`config.mk`:
```
export PLATFORM = sky130hd
export DESIGN_NAME = srb_ctrl
export DESIGN_NICKNAME = d
export VERILOG_FILES = /design/src/sv/srb_pkg.sv /design/src/sv/srb_ctrl.sv
export SDC_FILE = /design/constraint.sdc
export NUM_CORES = 1
export LEC_CHECK = 0
export BUFFER_PORTS_ARGS = -buffer_cell sky130_fd_sc_hd__buf_2
export CAP_MARGIN = 0
export CORE_AREA = 2 2 39 41
export DETAILED_ROUTE_END_ITERATION = 10
export DIE_AREA = 0 0 41 43
export MAX_ROUTING_LAYER = met4
export PLACE_DENSITY = 0.37
export SYNTH_ARGS = -nofsm -noshare
export SYNTH_HDL_FRONTEND = slang
export SYNTH_SLANG_ARGS = --single-unit
```
`constraint.sdc`:
```
create_clock -name clk -period 1.2 [get_ports clk]
set_input_delay 0.12 -clock clk [delete_from_list [all_inputs] [get_ports clk]]
set_output_delay 0.12 -clock clk [all_outputs]
set_load 0.01 [all_outputs]
```
`src/sv/srb_pkg.sv`:
```
// Package for the sequence reorder buffer: widths, codes and word types.
package srb_pkg;

  localparam int DEPTH  = 64;
  localparam int SEQ_W  = 32;
  localparam int DATA_W = 64;
  localparam int IDX_W  = $clog2(DEPTH);
  localparam int MODE_W = 2;
  localparam int STAT_W = 4;

  // operation codes
  localparam logic [MODE_W-1:0] MODE_ADD     = 2'd0;
  localparam logic [MODE_W-1:0] MODE_GET     = 2'd1;
  localparam logic [MODE_W-1:0] MODE_START   = 2'd2;
  localparam logic [MODE_W-1:0] MODE_ADVANCE = 2'd3;

  // status codes
  localparam logic [STAT_W-1:0] ST_OK          = 4'd0;
  localparam logic [STAT_W-1:0] ST_NOT_STARTED = 4'd1;
  localparam logic [STAT_W-1:0] ST_INVALID     = 4'd2;
  localparam logic [STAT_W-1:0] ST_FULL        = 4'd3;
  localparam logic [STAT_W-1:0] ST_EXISTS      = 4'd4;
  localparam logic [STAT_W-1:0] ST_BUSY        = 4'd5;
  localparam logic [STAT_W-1:0] ST_NOT_READY   = 4'd6;
  localparam logic [STAT_W-1:0] ST_STARTED     = 4'd7;
  localparam logic [STAT_W-1:0] ST_BACKWARD    = 4'd8;

  typedef struct packed {
    logic [MODE_W-1:0] mode;
    logic [SEQ_W-1:0]  seq;
    logic [DATA_W-1:0] data_in;
  } in_word_t;

  typedef struct packed {
    logic [STAT_W-1:0] status;
    logic [SEQ_W-1:0]  seq_out;
    logic [DATA_W-1:0] data_out;
    logic              next_ready;
  } out_word_t;

  // controller -> datapath
  typedef struct packed {
    logic load_in;    // capture the accepted input word
    logic rd_item;    // read slot of the item (add) or of the head
    logic rd_head;    // read slot of the updated head
    logic exec;       // apply the operation
    logic load_out;   // move the finished result to the output register
  } srb_cmd_t;

  // datapath -> controller
  typedef struct packed {
    logic out_free;   // output register empty or being drained this cycle
  } srb_sts_t;

endpackage

```
`src/sv/srb_ctrl.sv`:
```
// Controller state machine of the sequence reorder buffer.
module srb_ctrl (
  input  logic             clk,
  input  logic             rst_n,
  input  logic             in_valid,
  output logic             in_ready,
  input  srb_pkg::srb_sts_t sts,
  output srb_pkg::srb_cmd_t cmd
);
  import srb_pkg::*;

  localparam logic [2:0] S_IDLE = 3'd0;
  localparam logic [2:0] S_RD1  = 3'd1;
  localparam logic [2:0] S_EXEC = 3'd2;
  localparam logic [2:0] S_RD2  = 3'd3;
  localparam logic [2:0] S_DONE = 3'd4;

  logic [2:0] state_r, state_nxt;

  assign in_ready = (state_r == S_IDLE);

  always_comb begin
    state_nxt    = state_r;
    cmd          = '0;
    case (state_r)
      S_IDLE: begin
        if (in_valid) begin
          cmd.load_in = 1'b1;
          state_nxt   = S_RD1;
        end
      end
      S_RD1: begin
        cmd.rd_item = 1'b1;
        state_nxt   = S_EXEC;
      end
      S_EXEC: begin
        cmd.exec  = 1'b1;
        state_nxt = S_RD2;
      end
      S_RD2: begin
        cmd.rd_head = 1'b1;
        state_nxt   = S_DONE;
      end
      S_DONE: begin
        // hold the result until the output register frees up
        if (sts.out_free) begin
          cmd.load_out = 1'b1;
          state_nxt    = S_IDLE;
        end
      end
      default: state_nxt = S_IDLE;
    endcase
  end

  always_ff @(posedge clk) begin
    if (!rst_n) begin
      state_r <= S_IDLE;
    end else begin
      state_r <= state_nxt;
    end
  end

endmodule

```
After elaboration in Yosys (flattened, before gate mapping)
Index checks and enable logic that the tools add are counted.
- memory bits (writable): 0
- memories kept: 0
- word-level logic and storage cells: 19
- input port bits: 4
- memory bits (read-only): 0
- bits in latches: 0
- bits in registers: 3
- $lt $le $gt $ge: 0
- multiplexer cells: 10
- bitwise operators: 0
- div/mod/pow operators: 0
- eq/ne operators: 6
- $add $sub $neg: 0
- shift-type cells: 0
- reductions and logical operators: 2
- $mul: 0
- operators with widths (kind ; count):
    $pmux W3 S5 ; 1
    $mux W1 ; 7
    $eq A3 B2 Y1 const B ; 2
    $mux W3 ; 2
    $ne A2 B2 Y1 const B ; 2
    $eq A3 B1 Y1 const B ; 1
    $eq A3 B3 Y1 const B ; 1
    $logic_not A3 Y1 ; 1
    $reduce_and A2 Y1 ; 1

Longest topological paths before layout
Gate-level depths: netlist (run 1).
- word-level depth: 3
- depth in mapped cells: 3

Least setup slack after synthesis (run 1)
Ideal clock, no wire load.
- kind: reg-to-output
- from: register state_r[0]
- to: output cmd[0] (netlist bit)
- data required time: 1.080 ns
- stages on the path, launching flop included: 3
- arrival: 0.880 ns
- buffers on the path: 1
- slack: 0.200 ns
- cell sequence: dfxtp_1 > buf_4 > nor4bb_1
- RTL lines (item ; line ; RTL):
    from (decl) ; srb_ctrl.sv:18 ; logic [2:0] state_r, state_nxt;
    from (signal assigned) ; srb_ctrl.sv:59 ; state_r <= state_nxt;
    to (decl) ; srb_ctrl.sv:8 ; output srb_pkg::srb_cmd_t cmd

==> results_dict.tcl, run 1 <==
set metrics [dict create \
    postCtsHoldBufs 0 \
    dominantRegCellSynth "dfxtp_1" \
    fin_crit_ns 1.15 \
    clockBufferDepth 2 \
    drt_iter0_markers 4 \
    largest_reg_flops 3 \
    synth.avg_cell_area_um2 10.3 \
    ys_types 13 \
    skew_ns 0.00438 \
    final_hold_viol_count 0 \
    synth_area_leaders "dfxtp_1, nor3b_1, buf_4" \
    clock-sinks 3 \
    grt_max_degree 9 \
    die_y_um 43 \
    ir_drop_mv 0.514 \
    num_vias 175 \
    worst_ep_required_time_ns 1.08 \
    worst_pin_slew_ns 0.190 \
    synth_seq_cells 3 \
    grt_usage_pct 5.54 \
    antenna_left 0 \
    yosysWarnings 0 \
    antenna_found_initial 0 \
    yosysTopAreaCell "dfxtp_1" \
    htree_levels 1 \
    root_buffer "clkbuf_4" \
    first_global_vias 135 \
    postSynthCellCount 18 \
    grt_setup_unrepaired "false" \
    cts_tree "built" \
    p_leak_nw 0.110 \
    io_buffers 9 \
    async_flop_share_pct 0 \
    area_growth_pct 41.9 \
    top_register "state_r" \
    initial_core_util_pct 13.4 \
    ios 10 \
    avgRoutedWirePerCell_um 9.39 \
    synth_edf_count 0 \
    cts_inserted_buffers 3 \
    synth_area_um2 185 \
    powerDensity_nw_per_um2 1440 \
    fillCellCount 153 \
    n_antenna_cell 0 \
    tns_ns 0 \
    place.gp.congestion 0.694 \
    yosysSeqAreaShare_pct 32.4 \
    path_class "register to primary output" \
    die_w_um 41 \
    grt_pass1_wl_um 579 \
    clkTransAtPathRegs_ns 0.03 \
    power_mw 0.377 \
    wirelength_um 413 \
    end_kind "primary output" \
    status "completed" \
    reg_top3 "state_r: 3 flops" \
    clock_latency_ns 0.23 \
    max_freq_ghz 0.870 \
    synth_fp_nets 22 \
    startpoint_type "register" \
    slew_viol_final 0 \
    coreArea_um2 1380 \
    multi_input_area_um2 105 \
    crit_fanout 8 \
    viasPerCell 3.98 \
    layout.nets 33 \
    dr.pass1.iters 2 \
    die-area_um2 1760 \
    drive_gt1_share_pct 64.3 \
    remaining_drc_errors 0 \
    seq_area_um2 66.3 \
    slew_headroom_pct 87.1 \
    post-route-period-util_pct 95.8 \
    hold_class "primary input to register" \
    cts_setup_buffers 0 \
    cap_violations 0 \
    post-dp-hpwl_um 308 \
    synth_common_cells "dfxtp_1, nor3b_1, buf_4" \
    finalSetupViolCount 0 \
    arrival_ns 1.03 \
    gr-total-overflow 0 \
    rows 14 \
    synth_top_area_share_pct 32.4 \
]
-- per-stage QoR --
step	area, um2	hold slack, ns	std cells	setup slack, ns	utilization [%]
floorplan	185	0.238	18	0.200	-
global placement	224	0.361	40	0.242	16.2
detailed placement	224	0.355	40	0.217	16.2
CTS	254	0.121	44	0.0248	18.4
global route	263	0.130	44	0.00147	19.0
finish	263	0.127	44	0.0507	19.0
-- final timing paths --
check                                          endpoint  slack, ns                    start  cells past startpoint
worst max-delay path                             cmd[0]       0.05  state_r[0]$_SDFFE_PN0P_                      2
worst min-delay path            state_r[2]$_SDFFE_PN0P_       0.13                    rst_n                      2
worst min register to register  state_r[0]$_SDFFE_PN0P_       0.48  state_r[0]$_SDFFE_PN0P_                      1
worst max register to register  state_r[2]$_SDFFE_PN0P_       0.32  state_r[2]$_SDFFE_PN0P_                      2
-- critical path, stage by stage, from the launching register on --
cell	delay, ns
dfxtp_4	0.37
nor4bb_2	0.27
buf_2	0.17
-- cell usage in the layout (no fill, tap or decap) --
cell type  count
nor3b_1        3
xnor2_1        1
clkbuf_1       1
nor4bb_2       1
dfxtp_4        1
dfxtp_2        2
clkbuf_4       3
nor3_2         1
nor3_1         1
nor4b_2        1
and3b_1        1
and2_1         1
o21a_1         1
o21ai_0        1
buf_2          9
-- layer usage --
metal | vias up | routed length [um] | GRT usage, %
li1 | 85 | - | -
met1 | 77 | 212 | 7.32
met2 | 13 | 142 | 5.00
met3 | 0 | 58 | 4.71
met4 | 0 | 0 | 4.00
met5 | - | 0 | -
-- timing repair --
action | in CTS | in global routing
pin swaps | 1 | 1
endpoints found under the setup margin | 3 | 1
gates resized for setup | 3 | 2
-- cells by family after synthesis --
group           Yosys count  synth area share, %
simple gates              9                 41.9
flops                     3                 32.4
buf+inv                   3                 14.2
compound gates            2                 6.76
xor+xnor                  1                 4.73
-- area by class of cell --
type / instances / area share (%)
multi-input combinational: 12 / 40.0
timing repair buffer: 9 / 17.1
sequential: 3 / 25.2
tap: 16 / 7.62
clock buffer: 4 / 10.0
-- where the power goes --
part,switching [mW],internal (mW)
Clock,0.0505,0.124
Sequential,0.0224,0.111
Combinational,0.0305,0.0383
Total,0.103,0.274
Power figures use the tool's default switching activity.
==> inputs of run 2 (changes only) <==
MAX_ROUTING_LAYER = unset   (was met4)
==> run 2 against run 1 <==
  * Clock skew about the same
  * Die area unchanged
  * Sequential cell count stayed put
  * Sequential share of layout area unchanged
  * Largest cell class unchanged
==> results_dict.tcl, run 2 (same netlist as run 1, synthesis figures left out) <==
set metrics [dict create \
    gr-total-overflow 0 \
    status "completed" \
    post-dp-hpwl_um 308 \
    powerDensity_nw_per_um2 1440 \
    io_buffers 9 \
    worst_pin_slew_ns 0.190 \
    grt_max_degree 9 \
    stdcell_area_um2 263 \
    clock-sinks 3 \
    power_mw 0.379 \
    fin_crit_ns 1.15 \
    htree_levels 1 \
    die_w_um 41 \
    rows 14 \
    ios 10 \
    cts_inserted_buffers 3 \
    holdPathStages 2 \
    root_buffer "clkbuf_4" \
    grt_pass1_wl_um 579 \
    largest_reg_flops 3 \
    final_hold_viol_count 0 \
    max_freq_ghz 0.869 \
    ir_drop_mv 0.517 \
    p_leak_nw 0.110 \
    die-area_um2 1760 \
    drt_iter0_markers 4 \
    viasPerCell 4.02 \
    reg_top3 "state_r: 3 flops" \
    layout.cells.most_common_list "buf_2, nor3b_1, clkbuf_4, dfxtp_2" \
    antenna_left 0 \
    place_area_um2 224 \
    wirelength_um 412 \
    slew_viol_final 0 \
    final_common_cell "buf_2" \
    crit_fanout 8 \
    clkTransAtPathRegs_ns 0.03 \
    remaining_drc_errors 0 \
    hold_class "primary input to register" \
    first_global_vias 136 \
    postCtsHoldBufs 0 \
    num_vias 177 \
    slew_headroom_pct 87.1 \
    initial_core_util_pct 13.4 \
    avgRoutedWirePerCell_um 9.36 \
    area_growth_pct 41.9 \
    cts_setup_buffers 0 \
    arrival_ns 1.03 \
    die_y_um 43 \
    top_register "state_r" \
    layout.nets 33 \
    path_class "register to primary output" \
    antenna_found_initial 0 \
    n_antenna_cell 0 \
    skew_ns 0.00428 \
    drive_gt1_share_pct 64.3 \
    clock_latency_ns 0.23 \
    cap_violations 0 \
    grt_setup_unrepaired "false" \
    coreArea_um2 1380 \
    dr.pass1.iters 2 \
    cts_tree "built" \
    end_kind "primary output" \
    startpoint_type "register" \
    clockBufferDepth 2 \
    grt_usage_pct 5.41 \
    worst_ep_required_time_ns 1.08 \
    tns_ns 0 \
    post-route-period-util_pct 95.9 \
    r2r_cells 2 \
    finalSetupViolCount 0 \
    place.gp.congestion 0.687 \
]
## run 2: per-stage QoR
step	utilization (%)	hold WS [ns]	std cells	setup slack, ns
6_report	19.0	0.126	44	0.0497
5_1_grt	19.0	0.130	44	0.00147
4_1_cts	18.4	0.121	44	0.0248
3_5_place_dp	16.2	0.355	40	0.217
3_3_place_gp	16.2	0.361	40	0.242
2_1_floorplan	-	0.238	18	0.200
## run 2: path summary, 6_finish.rpt
kind | from | endpoint | slack [ns]
worst max-delay path | state_r[0]$_SDFFE_PN0P_ | cmd[0] | 0.05
worst min-delay path | rst_n | state_r[2]$_SDFFE_PN0P_ | 0.13
worst max register to register | state_r[2]$_SDFFE_PN0P_ | state_r[2]$_SDFFE_PN0P_ | 0.33
worst min register to register | state_r[0]$_SDFFE_PN0P_ | state_r[0]$_SDFFE_PN0P_ | 0.48
## run 2: area by class of cell
cell class                 instances  area (um2)
clock buffer                       4        26.3
fill                             153        1120
multi-input combinational         12         105
sequential                         3        66.3
tap                               16        20.0
timing repair buffer               9        45.0
## run 2: timing repair
| action | CTS | global route |
|---|---|---|
| pin swaps | 1 | 1 |
| setup endpoints to repair | 3 | 1 |
| gates resized for setup | 3 | 2 |
| endpoints found under the hold margin | 0 | 0 |
## run 2: critical path, cell delays in order (launching register included)
cell and delay (ns):
dfxtp_4 0.36, nor4bb_2 0.27, buf_2 0.17
## run 2: per-layer routing
layer,up-vias,part of all wire [%],GRT usage [%]
met3,0,15,4.71
met4,0,0,4.00
met2,13,34,5.00
met1,79,51,7.32
met5,-,0,0
li1,85,-,-
## run 2: report_power, final
part / switching [mW] / internal (mW)
combinational: 0.0306 / 0.0383
clock: 0.0522 / 0.125
sequential: 0.0220 / 0.111
total: 0.105 / 0.274
==> inputs of run 3 (changes only) <==
ABC_AREA = 0   (was unset)
CELL_PAD_IN_SITES_DETAIL_PLACEMENT = 2   (was unset)
CELL_PAD_IN_SITES_GLOBAL_PLACEMENT = 2   (was unset)
PLACE_DENSITY = 0.53   (was 0.37)
==> run 3 against run 2 <==
  * Critical path depth did not move
  * Critical path type unchanged
  * Clock power rose by 3%
  * Clock skew fell by 0.0038 ns
  * Routed wire length rose by 27%
  * Total power rose by 2.6%
==> results_dict.tcl, run 3 (same netlist as run 1, synthesis figures left out) <==
set metrics [dict create \
    top_register "state_r" \
    worst_ep_required_time_ns 1.08 \
    powerDensity_nw_per_um2 1470 \
    cp.depth 2 \
    p_leak_nw 0.113 \
    wirelength_um 524 \
    initial_core_util_pct 13.4 \
    skew_ns 0.000489 \
    crit_family "flip-flops" \
    cp_slowest_cell "dfxtp_4" \
    htree_levels 1 \
    r2r_cells 2 \
    path_class "register to primary output" \
    r2r_end "state_r[2]$_SDFFE_PN0P_" \
    slew_headroom_pct 84.7 \
    path_cells "nor4bb_1 -> buf_2" \
    arrival_ns 1.06 \
    end_kind "primary output" \
    fin_crit_ns 1.18 \
    p_int_mw 0.276 \
    slew_viol_final 0 \
    max_stage_delay_ns 0.37 \
    antenna_found_initial 0 \
    layout.cells.most_common_list "buf_2, clkbuf_4, nor3b_1, dfxtp_4" \
    reg_top3 "state_r: 3 flops" \
    drt_iter0_markers 1 \
    place.gp.congestion 0.672 \
    rows 14 \
    die_y_um 43 \
    largest_reg_flops 3 \
    endpoint "cmd[0]" \
    clock_latency_ns 0.23 \
    max_freq_ghz 0.847 \
    post-route-period-util_pct 98.4 \
    final_common_cell "buf_2" \
    hold_class "primary input to register" \
    r2r-start "state_r[2]$_SDFFE_PN0P_" \
    gr-total-overflow 0 \
    power_frac_seq_pct 34.7 \
    finish.utilization_pct 19.1 \
    antenna_left 0 \
    status "completed" \
    crit_path_start "state_r[1]$_SDFFE_PN0P_" \
    n_antenna_cell 0 \
    grt_usage_pct 8.32 \
    ios 10 \
    crit_fanout 8 \
    finalSetupViolCount 0 \
    io_buffers 9 \
    stdcell_area_um2 264 \
    num_vias 174 \
    fillCellCount 167 \
    crit_buf_inv 1 \
    clkPwrFrac_pct 46.8 \
    layout.nets 33 \
    place_area_um2 224 \
    grt_setup_unrepaired "true" \
    ir_drop_mv 0.285 \
    dr.pass1.iters 2 \
    worst_pin_slew_ns 0.227 \
    postCtsHoldBufs 0 \
    cts_inserted_buffers 3 \
    post-dp-hpwl_um 364 \
    root_buffer "clkbuf_4" \
    avgRoutedWirePerCell_um 11.9 \
    remaining_drc_errors 0 \
    clock-sinks 3 \
    first_global_vias 215 \
    net-switching-power_mw 0.112 \
    sw_frac_of_total_pct 28.9 \
    cts_tree "built" \
    grt_pass1_wl_um 848 \
    clockBufferDepth 2 \
    final_hold_viol_count 0 \
    grt_max_degree 9 \
    seq_area_um2 68.8 \
    clkTransAtPathRegs_ns 0.04 \
    viasPerCell 3.95 \
    startpoint_type "register" \
    cap_violations 0 \
    die_w_um 41 \
    r2r_setup_slack_ns 0.30 \
    multi_input_area_um2 104 \
    die-area_um2 1760 \
    area_growth_pct 42.6 \
    drive_gt1_share_pct 64.3 \
    combPwrFrac_pct 18.5 \
    coreArea_um2 1380 \
]
==> run 3: routing by layer <==
metal | vias up | share of wire (%) | track usage [%]
li1 | 82 | - | -
met1 | 88 | 34 | 5.45
met2 | 4 | 62 | 13.1
met3 | 0 | 3.6 | 3.14
met4 | 0 | 0 | 12.0
met5 | - | 0 | 0
==> run 3: how the worst min path moves through the flow <==
stage | startpoint | end | slack, ns | cells after the start
finish | rst_n | state_r[2]$_SDFFE_PN0P_ | 0.12 | 2
global route | rst_n | state_r[2]$_SDFFE_PN0P_ | 0.14 | 2
CTS | rst_n | state_r[2]$_SDFFE_PN0P_ | 0.11 | 2
detailed placement | rst_n | state_r[2]$_SDFFE_PN0P_ | 0.36 | 2
global placement | rst_n | state_r[2]$_SDFFE_PN0P_ | 0.36 | 2
floorplan | rst_n | state_r[2]$_SDFFE_PN0P_ | 0.24 | 1
==> run 3: layout make-up <==
| class | instances | share of cell area, % |
|---|---|---|
| Clock buffer | 4 | 9.95 |
| Multi-Input combinational cell | 12 | 39.3 |
| Sequential cell | 3 | 26.1 |
| Tap cell | 16 | 7.58 |
| Timing Repair Buffer | 9 | 17.1 |
==> run 3: through the flow <==
stage / hold WS (ns) / cells / setup TNS, ns / setup WS (ns) / power (mW)
global route: 0.135 / 44 / -0.0336 / -0.0248 / 0.413
floorplan: 0.238 / 18 / 0 / 0.200 / 0.184
detailed placement: 0.359 / 40 / 0 / 0.191 / 0.204
CTS: 0.113 / 44 / 0 / 0.0182 / 0.397
finish: 0.119 / 44 / 0 / 0.0198 / 0.388
global placement: 0.360 / 40 / 0 / 0.239 / 0.200
==> run 3: power by group through the flow <==
stage / Sequential (mW) / Clock [mW] / Combinational [mW]
floorplan: 0.114 / 0 / 0.0698
global placement: 0.131 / 0 / 0.0681
detailed placement: 0.133 / 0 / 0.0708
CTS: 0.134 / 0.191 / 0.0711
global route: 0.137 / 0.198 / 0.0784
finish: 0.135 / 0.182 / 0.0720
==> run 3: timing repair <==
action,in CTS,in global routing
setup endpoints to repair,5,3
pin swaps,0,2
hold endpoints to repair,0,0
gates resized for setup,3,3
setup buffers,0,0
==> run 3: worst reg2reg max path, cell delays in order, from the launching register on <==
cell and delay, ns:
dfxtp_2 0.40, and3b_1 0.21, o21a_1 0.18
